--- src/hdl/mlr_pkg.sv ---
// Package for the midpoint line rasterizer: widths, payload structs and the
// command format that runs from the front stage through the queue to the back.
// No dependencies.
`timescale 1ns / 1ps

package mlr_pkg;

    // Field widths.
    localparam int COORD_BITS  = 12;
    localparam int COLOR_BITS  = 24;
    // The decision value spans -2*max .. +2*max, so two more bits and a sign.
    localparam int DEC_BITS    = COORD_BITS + 3;
    // The command queue between front and back.
    localparam int QUEUE_DEPTH = 2;
    localparam int QUEUE_AW    = $clog2(QUEUE_DEPTH);

    typedef logic [COORD_BITS-1:0] coord_t;
    typedef logic [COLOR_BITS-1:0] color_t;

    // Input item codes.
    typedef enum logic {
        ACT_START   = 1'b0,
        ACT_ADVANCE = 1'b1
    } action_t;

    // One input item.
    typedef struct packed {
        action_t action;
        coord_t  start_x;
        coord_t  start_y;
        coord_t  end_x;
        coord_t  end_y;
        color_t  pixel_color;
    } in_item_t;

    // One result item.
    typedef struct packed {
        coord_t pixel_x;
        coord_t pixel_y;
        color_t out_color;
        logic   final_pixel;
        logic   pixel_valid;
    } out_item_t;

    // Octant of a line: ymajor is the low bit of the packed value.
    typedef struct packed {
        logic ydown;
        logic xdown;
        logic ymajor;
    } octant_t;

    // Classified command handed from the front stage to the back stage.
    typedef struct packed {
        logic                          is_start;
        octant_t                       octant;
        logic signed [DEC_BITS-1:0]    dec_init;
        logic [COORD_BITS:0]           inc_axial;
        logic signed [COORD_BITS+1:0]  inc_diag;
        coord_t                        stop_major;
        coord_t                        first_x;
        coord_t                        first_y;
        color_t                        color;
        logic                          active;
    } line_cmd_t;

endpackage

--- src/hdl/mlr_front.sv ---
// Front stage of the line rasterizer: accepts input items, classifies them and
// works out the octant, decision value and increments of a new line.
// Depends on mlr_pkg.
`timescale 1ns / 1ps

module mlr_front (
    input  logic              clk,
    input  logic              rst_n,
    input  logic              item_valid,
    output logic              item_ready,
    input  mlr_pkg::in_item_t item,
    output logic              cmd_valid,
    input  logic              cmd_ready,
    output mlr_pkg::line_cmd_t cmd
);
    import mlr_pkg::*;

    logic                         front_valid_reg;
    logic                         front_valid_next;
    line_cmd_t                    cmd_reg;
    line_cmd_t                    cmd_next;

    logic signed [COORD_BITS:0]   dx;
    logic signed [COORD_BITS:0]   dy;
    logic [COORD_BITS:0]          adx_wide;
    logic [COORD_BITS:0]          ady_wide;
    coord_t                       adx;
    coord_t                       ady;
    logic                         ymajor;
    coord_t                       dmaj;
    coord_t                       dmin;
    logic                         take;

    // The stage is free when empty or when its command moves on this cycle.
    assign item_ready = !front_valid_reg || cmd_ready;
    assign take       = item_valid && item_ready;
    assign cmd_valid  = front_valid_reg;
    assign cmd        = cmd_reg;

    // Line setup: deltas, octant and the midpoint terms.
    always_comb
    begin
        dx       = $signed({1'b0, item.end_x}) - $signed({1'b0, item.start_x});
        dy       = $signed({1'b0, item.end_y}) - $signed({1'b0, item.start_y});
        adx_wide = dx[COORD_BITS] ? (COORD_BITS + 1)'(0) - dx : dx;
        ady_wide = dy[COORD_BITS] ? (COORD_BITS + 1)'(0) - dy : dy;
        adx      = adx_wide[COORD_BITS-1:0];
        ady      = ady_wide[COORD_BITS-1:0];
        ymajor   = adx < ady;
        dmaj     = ymajor ? ady : adx;
        dmin     = ymajor ? adx : ady;

        cmd_next               = cmd_reg;
        cmd_next.is_start      = (item.action == ACT_START);
        cmd_next.octant.ymajor = ymajor;
        cmd_next.octant.xdown  = dx[COORD_BITS];
        cmd_next.octant.ydown  = dy[COORD_BITS];
        cmd_next.dec_init      = $signed({2'b00, dmin, 1'b0}) - $signed({3'b000, dmaj});
        cmd_next.inc_axial     = {dmin, 1'b0};
        cmd_next.inc_diag      = $signed({1'b0, dmin, 1'b0}) - $signed({1'b0, dmaj, 1'b0});
        cmd_next.stop_major    = ymajor ? item.end_y : item.end_x;
        cmd_next.first_x       = item.start_x;
        cmd_next.first_y       = item.start_y;
        cmd_next.color         = item.pixel_color;
        cmd_next.active        = (dmaj != '0);
    end

    // Occupancy of the stage.
    always_comb
    begin
        front_valid_next = front_valid_reg;
        if (take)
        begin
            front_valid_next = 1'b1;
        end
        else if (cmd_ready)
        begin
            front_valid_next = 1'b0;
        end
    end

    always_ff @(posedge clk or negedge rst_n)
    begin
        if (!rst_n)
        begin
            front_valid_reg <= 1'b0;
        end
        else
        begin
            front_valid_reg <= front_valid_next;
        end
    end

    // Command payload, loaded on each transfer.
    always_ff @(posedge clk)
    begin
        if (take)
        begin
            cmd_reg <= cmd_next;
        end
    end

endmodule

--- src/hdl/mlr_queue.sv ---
// Short register based command queue between front and back stages of the
// rasterizer; one push (unless full), one pop per cycle. Uses mlr_pkg.
`timescale 1ns / 1ps

module mlr_queue (
    input  logic               clk,
    input  logic               rst_n,
    input  logic               push_valid,
    output logic               push_ready,
    input  mlr_pkg::line_cmd_t push_data,
    output logic               pop_valid,
    input  logic               pop_ready,
    output mlr_pkg::line_cmd_t pop_data
);
    import mlr_pkg::*;

    localparam logic [QUEUE_AW-1:0] PTR_ONE = QUEUE_AW'(1);
    localparam logic [QUEUE_AW:0]   CNT_ONE = (QUEUE_AW + 1)'(1);
    localparam logic [QUEUE_AW:0]   CNT_MAX = (QUEUE_AW + 1)'(QUEUE_DEPTH);

    line_cmd_t              entries_reg [QUEUE_DEPTH];
    logic [QUEUE_AW-1:0]    wr_ptr_reg;
    logic [QUEUE_AW-1:0]    wr_ptr_next;
    logic [QUEUE_AW-1:0]    rd_ptr_reg;
    logic [QUEUE_AW-1:0]    rd_ptr_next;
    logic [QUEUE_AW:0]      count_reg;
    logic [QUEUE_AW:0]      count_next;
    logic                   push;
    logic                   pop;

    assign push_ready = (count_reg != CNT_MAX);
    assign pop_valid  = (count_reg != '0);
    assign pop_data   = entries_reg[rd_ptr_reg];
    assign push       = push_valid && push_ready;
    assign pop        = pop_valid && pop_ready;

    // Pointer and fill count update.
    always_comb
    begin
        wr_ptr_next = push ? wr_ptr_reg + PTR_ONE : wr_ptr_reg;
        rd_ptr_next = pop ? rd_ptr_reg + PTR_ONE : rd_ptr_reg;
        count_next  = count_reg;
        if (push && !pop)
        begin
            count_next = count_reg + CNT_ONE;
        end
        else if (pop && !push)
        begin
            count_next = count_reg - CNT_ONE;
        end
    end

    always_ff @(posedge clk or negedge rst_n)
    begin
        if (!rst_n)
        begin
            wr_ptr_reg <= '0;
            rd_ptr_reg <= '0;
            count_reg  <= '0;
        end
        else
        begin
            wr_ptr_reg <= wr_ptr_next;
            rd_ptr_reg <= rd_ptr_next;
            count_reg  <= count_next;
        end
    end

    // Entry storage.
    always_ff @(posedge clk)
    begin
        if (push)
        begin
            entries_reg[wr_ptr_reg] <= push_data;
        end
    end

`ifndef ASSERT_OFF
    // The fill count never runs past the depth.
    a_count_bound: assert property (@(posedge clk) disable iff (!rst_n)
        count_reg <= CNT_MAX)
        else $error("queue count beyond depth");
`endif

endmodule

--- src/hdl/mlr_back.sv ---
// Back stage of the line rasterizer: holds the line state, executes start and
// advance commands one per cycle unless the output is stalled, and registers
// the resulting pixel. Depends on mlr_pkg.
`timescale 1ns / 1ps

module mlr_back (
    input  logic               clk,
    input  logic               rst_n,
    input  logic               cmd_valid,
    output logic               cmd_ready,
    input  mlr_pkg::line_cmd_t cmd,
    output logic               result_valid,
    input  logic               result_ready,
    output mlr_pkg::out_item_t result
);
    import mlr_pkg::*;

    // Line state.
    coord_t                        cur_x_reg;
    coord_t                        cur_x_next;
    coord_t                        cur_y_reg;
    coord_t                        cur_y_next;
    coord_t                        stop_major_reg;
    coord_t                        stop_major_next;
    logic signed [DEC_BITS-1:0]    dec_reg;
    logic signed [DEC_BITS-1:0]    dec_next;
    logic [COORD_BITS:0]           inc_axial_reg;
    logic [COORD_BITS:0]           inc_axial_next;
    logic signed [COORD_BITS+1:0]  inc_diag_reg;
    logic signed [COORD_BITS+1:0]  inc_diag_next;
    octant_t                       octant_reg;
    octant_t                       octant_next;
    color_t                        color_reg;
    color_t                        color_next;
    logic                          line_active_reg;
    logic                          line_active_next;

    // Output register.
    logic                          result_valid_reg;
    logic                          result_valid_next;
    out_item_t                     result_reg;
    out_item_t                     result_next;

    // Step datapath.
    logic                          diag;
    logic signed [DEC_BITS-1:0]    dec_add;
    coord_t                        x_step;
    coord_t                        y_step;
    coord_t                        step_x;
    coord_t                        step_y;
    coord_t                        major;
    logic                          hit;
    logic                          take;

    assign cmd_ready    = !result_valid_reg || result_ready;
    assign take         = cmd_valid && cmd_ready;
    assign result_valid = result_valid_reg;
    assign result       = result_reg;

    // One midpoint step from the current state.
    always_comb
    begin
        diag    = !dec_reg[DEC_BITS-1] && (dec_reg != '0);
        dec_add = diag ? {inc_diag_reg[COORD_BITS+1], inc_diag_reg}
                       : $signed({2'b00, inc_axial_reg});
        x_step  = octant_reg.xdown ? cur_x_reg - COORD_BITS'(1)
                                   : cur_x_reg + COORD_BITS'(1);
        y_step  = octant_reg.ydown ? cur_y_reg - COORD_BITS'(1)
                                   : cur_y_reg + COORD_BITS'(1);
        if (octant_reg.ymajor)
        begin
            step_y = y_step;
            step_x = diag ? x_step : cur_x_reg;
            major  = y_step;
        end
        else
        begin
            step_x = x_step;
            step_y = diag ? y_step : cur_y_reg;
            major  = x_step;
        end
        hit = (major == stop_major_reg);
    end

    // Next state and next result.
    always_comb
    begin
        cur_x_next        = cur_x_reg;
        cur_y_next        = cur_y_reg;
        stop_major_next   = stop_major_reg;
        dec_next          = dec_reg;
        inc_axial_next    = inc_axial_reg;
        inc_diag_next     = inc_diag_reg;
        octant_next       = octant_reg;
        color_next        = color_reg;
        line_active_next  = line_active_reg;
        result_next       = result_reg;
        result_valid_next = result_valid_reg && !result_ready;

        if (take)
        begin
            result_valid_next = 1'b1;
            if (cmd.is_start)
            begin
                cur_x_next       = cmd.first_x;
                cur_y_next       = cmd.first_y;
                stop_major_next  = cmd.stop_major;
                dec_next         = cmd.dec_init;
                inc_axial_next   = cmd.inc_axial;
                inc_diag_next    = cmd.inc_diag;
                octant_next      = cmd.octant;
                color_next       = cmd.color;
                line_active_next = cmd.active;
                result_next.pixel_x     = cmd.first_x;
                result_next.pixel_y     = cmd.first_y;
                result_next.out_color   = cmd.color;
                result_next.final_pixel = !cmd.active;
                result_next.pixel_valid = 1'b1;
            end
            else if (!line_active_reg)
            begin
                // Advance with no line in progress.
                result_next = '0;
            end
            else
            begin
                cur_x_next       = step_x;
                cur_y_next       = step_y;
                dec_next         = dec_reg + dec_add;
                line_active_next = !hit;
                result_next.pixel_x     = step_x;
                result_next.pixel_y     = step_y;
                result_next.out_color   = color_reg;
                result_next.final_pixel = hit;
                result_next.pixel_valid = 1'b1;
            end
        end
    end

    // Control state.
    always_ff @(posedge clk or negedge rst_n)
    begin
        if (!rst_n)
        begin
            line_active_reg  <= 1'b0;
            result_valid_reg <= 1'b0;
        end
        else
        begin
            line_active_reg  <= line_active_next;
            result_valid_reg <= result_valid_next;
        end
    end

    // Payload state.
    always_ff @(posedge clk)
    begin
        cur_x_reg      <= cur_x_next;
        cur_y_reg      <= cur_y_next;
        stop_major_reg <= stop_major_next;
        dec_reg        <= dec_next;
        inc_axial_reg  <= inc_axial_next;
        inc_diag_reg   <= inc_diag_next;
        octant_reg     <= octant_next;
        color_reg      <= color_next;
        result_reg     <= result_next;
    end

`ifndef ASSERT_OFF
    // A start leaves a line active exactly when it has length.
    a_start_active: assert property (@(posedge clk) disable iff (!rst_n)
        (take && cmd.is_start) |=> (line_active_reg == $past(cmd.active)))
        else $error("line activity wrong after start");

    // Reaching the endpoint on the major axis ends the line.
    a_end_clears: assert property (@(posedge clk) disable iff (!rst_n)
        (take && !cmd.is_start && line_active_reg && hit)
            |=> (!line_active_reg && result_reg.final_pixel))
        else $error("endpoint did not end the line");

    // An invalid pixel carries all-zero fields.
    a_invalid_zero: assert property (@(posedge clk) disable iff (!rst_n)
        (result_valid_reg && !result_reg.pixel_valid)
            |-> (result_reg.pixel_x == '0 && result_reg.pixel_y == '0
                 && result_reg.out_color == '0 && !result_reg.final_pixel))
        else $error("invalid pixel with nonzero fields");
`endif

endmodule

--- src/hdl/midpoint_line_rasterizer.sv ---
// Path: an input item is held in the front register, then the command queue,
// then the output register, where its result becomes valid.
// Throughput: one item per cycle while results are taken; each pixel step
// is one add and compare on the registered line state in the back stage.
// Reset: asynchronous, active low; clears the handshake state and ends any line.
// Top level of the midpoint line rasterizer; depends on mlr_pkg, mlr_front,
// mlr_queue and mlr_back.
`timescale 1ns / 1ps

module midpoint_line_rasterizer (
    input  logic               clk,
    input  logic               rst_n,
    input  logic               item_valid,
    output logic               item_ready,
    input  mlr_pkg::in_item_t  item,
    output logic               result_valid,
    input  logic               result_ready,
    output mlr_pkg::out_item_t result
);
    import mlr_pkg::*;

    logic      front_valid;
    logic      front_ready;
    line_cmd_t front_cmd;
    logic      queue_valid;
    logic      queue_ready;
    line_cmd_t queue_cmd;

    // Classification and line setup.
    mlr_front u_front (
        .clk        (clk),
        .rst_n      (rst_n),
        .item_valid (item_valid),
        .item_ready (item_ready),
        .item       (item),
        .cmd_valid  (front_valid),
        .cmd_ready  (front_ready),
        .cmd        (front_cmd)
    );

    // Decoupling queue.
    mlr_queue u_queue (
        .clk        (clk),
        .rst_n      (rst_n),
        .push_valid (front_valid),
        .push_ready (front_ready),
        .push_data  (front_cmd),
        .pop_valid  (queue_valid),
        .pop_ready  (queue_ready),
        .pop_data   (queue_cmd)
    );

    // Pixel stepping and output register.
    mlr_back u_back (
        .clk          (clk),
        .rst_n        (rst_n),
        .cmd_valid    (queue_valid),
        .cmd_ready    (queue_ready),
        .cmd          (queue_cmd),
        .result_valid (result_valid),
        .result_ready (result_ready),
        .result       (result)
    );

endmodule
--- config.mk ---
export PLATFORM = sky130hd
export DESIGN_NAME = midpoint_line_rasterizer
export DESIGN_NICKNAME = d
export VERILOG_FILES = /design/src/hdl/mlr_pkg.sv /design/src/hdl/mlr_front.sv /design/src/hdl/mlr_queue.sv /design/src/hdl/mlr_back.sv /design/src/hdl/midpoint_line_rasterizer.sv
export SDC_FILE = /design/constraint.sdc
export NUM_CORES = 1
export LEC_CHECK = 0
export BUFFER_PORTS_ARGS = -buffer_cell sky130_fd_sc_hd__buf_2
export CORE_MARGIN = 2
export CORE_UTILIZATION = 27
export DETAILED_ROUTE_END_ITERATION = 6
export PLACE_DENSITY = 0.45
export SLEW_MARGIN = 20
export SYNTH_ARGS = -nofsm -noshare
export SYNTH_HDL_FRONTEND = slang
export SYNTH_SLANG_ARGS = --single-unit
export TNS_END_PERCENT = 100
--- constraint.sdc ---
create_clock -name clk -period 7.7 [get_ports clk]
set_input_delay 0.77 -clock clk [delete_from_list [all_inputs] [get_ports clk]]
set_output_delay 0.77 -clock clk [all_outputs]
set_load 0.005 [all_outputs]
==> flow_metrics.py <==
metrics = {
    "final_layout": {
        "fin_util_pct": 32.1,
        "mostFrequentLayoutCells": "edfxtp_1, buf_2, a21oi_1",
        "fin_area_um2": 26400,
        "drive_gt1_share_pct": 21.8,
        "area_growth_pct": 18.1,
        "largest_register_ffs": 208,
        "layout_commonest_cell": "edfxtp_1",
        "nets": 2019,
        "finalNonFillerCells": 2970,
    },
    "placed_design": {
        "hpwl_mm": 38.6,
        "dpl_worst_slack_ns": -0.115,
        "dpl_cell_area_um2": 24800,
        "portBuffers": 128,
        "place_inst": 2877,
        "gp_congestion": 0.810,
    },
    "timing": {
        "post-route-period-util_pct": 92.5,
        "timing.final.crit_period_ns": 7.12,
        "tightestPinTransition_ns": 1.04,
        "rsz0062_at_grt": "false",
        "fmax_mhz": 140,
        "setup_viol": 0,
        "slew_headroom_pct": 30.2,
        "setup_ws_ns": 0.581,
        "clock_skew_ns": 0.0294,
        "hold_viol": 0,
        "holdWs_ns": 0.349,
        "setup_tns_ns": 0,
        "finalMaxSlewViolations": 0,
    },
    "global_route": {
        "grtUsageTotal_pct": 13.0,
        "grt-ovfl-total": 0,
        "antenna_found_initial": 2,
        "grt_pass1_vias": 14100,
        "grt_pass1_wl_mm": 85.4,
        "grt_max_degree": 71,
    },
    "floorplanning": {
        "core_um2": 82000,
        "initial_core_util_pct": 27.2,
        "dieArea_um2": 84900,
        "die_h_um": 291,
        "num_rows": 105,
        "ioPinCount": 129,
        "fp.dieW_um": 291,
    },
    "worst_setup_path": {
        "crit_path_end_kind": "flip-flop",
        "cp.required_ns": 8.00,
        "path_max_fanout": 9,
        "worstSetupPathType": "in -> reg",
        "cp_num_buf_inv": 4,
        "cp_slowest_cell": "maj3_1",
        "critPathLaunchType": "primary input",
        "cp_top_family": "compound AO/OA/AOI/OAI gates",
        "cp.arrival_ns": 7.41,
        "crit_path_max_incr_delay_ns": 0.37,
        "worst_path_most_repeated_cell": "xnor2_1",
    },
    "yosys": {
        "yosys_warnings": 0,
        "synth_cell_types": 89,
        "ys.flop_type": "edfxtp_1",
        "synth_area_per_cell_um2": 13.3,
        "synth_seq_cells": 472,
        "yosysSeqAreaShare_pct": 63.4,
        "syn_area_um2": 22300,
        "synthesis.nets": 1833,
        "synth_edf_count": 465,
        "ys_async_sr_fraction_pct": 1.48,
        "syn_inst": 1674,
    },
    "power_and_ir_drop": {
        "cellPowerDensity_nw_per_um2": 482,
        "sw_frac_of_total_pct": 37.3,
        "total_power_mw": 12.7,
        "irDropWorstVdd_mv": 0.186,
        "power_frac_seq_pct": 37.7,
        "p_switching_mw": 4.73,
        "internal_power_mw": 7.97,
        "p_leak_nw": 9.64,
        "clockPowerShare_pct": 18.5,
        "comb_power_share_pct": 43.8,
    },
    "worst_hold_path": {
        "hold_path.class": "in -> reg",
    },
    "route": {
        "drtIter0Drc": 849,
        "routed_wl_mm": 55.0,
        "final_antenna_net_count": 0,
        "drc": 0,
        "wire_per_inst_um": 18.5,
        "first_pass_iters": 5,
        "vias": 13600,
        "via_per_inst": 4.56,
    },
    "clock_tree": {
        "cts_made_buffers": 50,
        "cts-root-buf": "clkbuf_16",
        "htree_num_levels": 2,
        "cts_sinks": 472,
        "clkTransAtPathRegs_ns": 0.06,
        "clk_path_buf_depth": 3,
        "cts_setup_buffers": 0,
        "cts_tree": "done",
        "insertion_delay_ns": 0.59,
    },
    "run": {
        "drv_cap": 0,
    },
    "status": {
        "outcome": "completed",
    },
}
cell type report:
cell class	count	area, µm²
fill	8143	55600
tap	1070	1340
timing repair buffer	193	1130
multi-input combinational	1059	7830
clock buffer	68	1360
inverter	84	319
antenna	1	2.50
sequential	472	14100
clock inverter	23	228
cell families (layout without fill, tap and decap cells):
| family | after synthesis | in the layout | share of synthesized area, % |
|---|---|---|---|
| muxes | 121 | 121 | 5.86 |
| AOI/OAI and AO/OA | 350 | 350 | 10.2 |
| and+or+nand+nor | 389 | 389 | 8.49 |
| DFF | 472 | 472 | 63.4 |
| other | 0 | 1 | 0 |
| buffers and inverters | 143 | 368 | 2.57 |
| xor gates and xnor gates | 111 | 111 | 4.39 |
| adders and majority gates | 88 | 88 | 5.07 |
synth_stat cells (all sizes together) (23+ instances only):
cell / count / area share [%]
xor2: 39 / 1.5
a211oi: 32 / 1.2
a21oi: 134 / 3.1
nor2b: 33 / 0.93
inv: 83 / 1.4
o21ai: 67 / 1.5
xnor2: 72 / 2.9
mux2i: 44 / 2.0
edfxtp: 465 / 63
nor2: 123 / 2.2
ha: 76 / 4.3
clkbuf: 36 / 0.61
buf: 23 / 0.54
nand2: 112 / 1.9
and2: 33 / 0.93
mux2: 77 / 3.9
routing by layer:
layer  vias up  global-route usage (%)  part of all wire (%)
li1       6579                       -                     -
met1      6647                    17.1                    46
met2       232                    21.9                    47
met3        90                    2.22                   3.9
met4         4                    3.96                   2.6
met5         -                       0                 0.049
final timing paths:
path                            cells past startpoint                          to  slack (ns)         startpoint
worst min register to register                      0  u_queue.entries_reg[0][91]        0.42    u_front.cmd[92]
worst min-delay path                                1             u_front.cmd[18]        0.35           item[17]
min in group asynchronous                           2           u_front.cmd_valid        0.56              rst_n
worst max-delay path                               36            u_front.cmd[100]        0.58           item[36]
worst max register to register                     19          u_back.dec_reg[13]        2.90  u_back.dec_reg[2]
max in group asynchronous                           2          u_queue.rd_ptr_reg        6.95              rst_n
power groups by stage:
stage | Clock (mW) | Sequential (mW) | Combinational [mW]
final | 2.35 | 4.79 | 5.56
after global routing | 2.53 | 4.91 | 6.25
after CTS | 2.44 | 4.81 | 5.66
after detailed placement | 0 | 4.86 | 5.62
after global placement | 0 | 4.82 | 5.59
after floorplan | 0 | 4.74 | 3.97
repair_timing:
action,4_1_cts,5_1_grt
hold endpoints to repair,7,0
hold buffers,1,0
setup endpoints to repair,0,2
resized for setup,0,2
(Power assumes the default switching activity.)
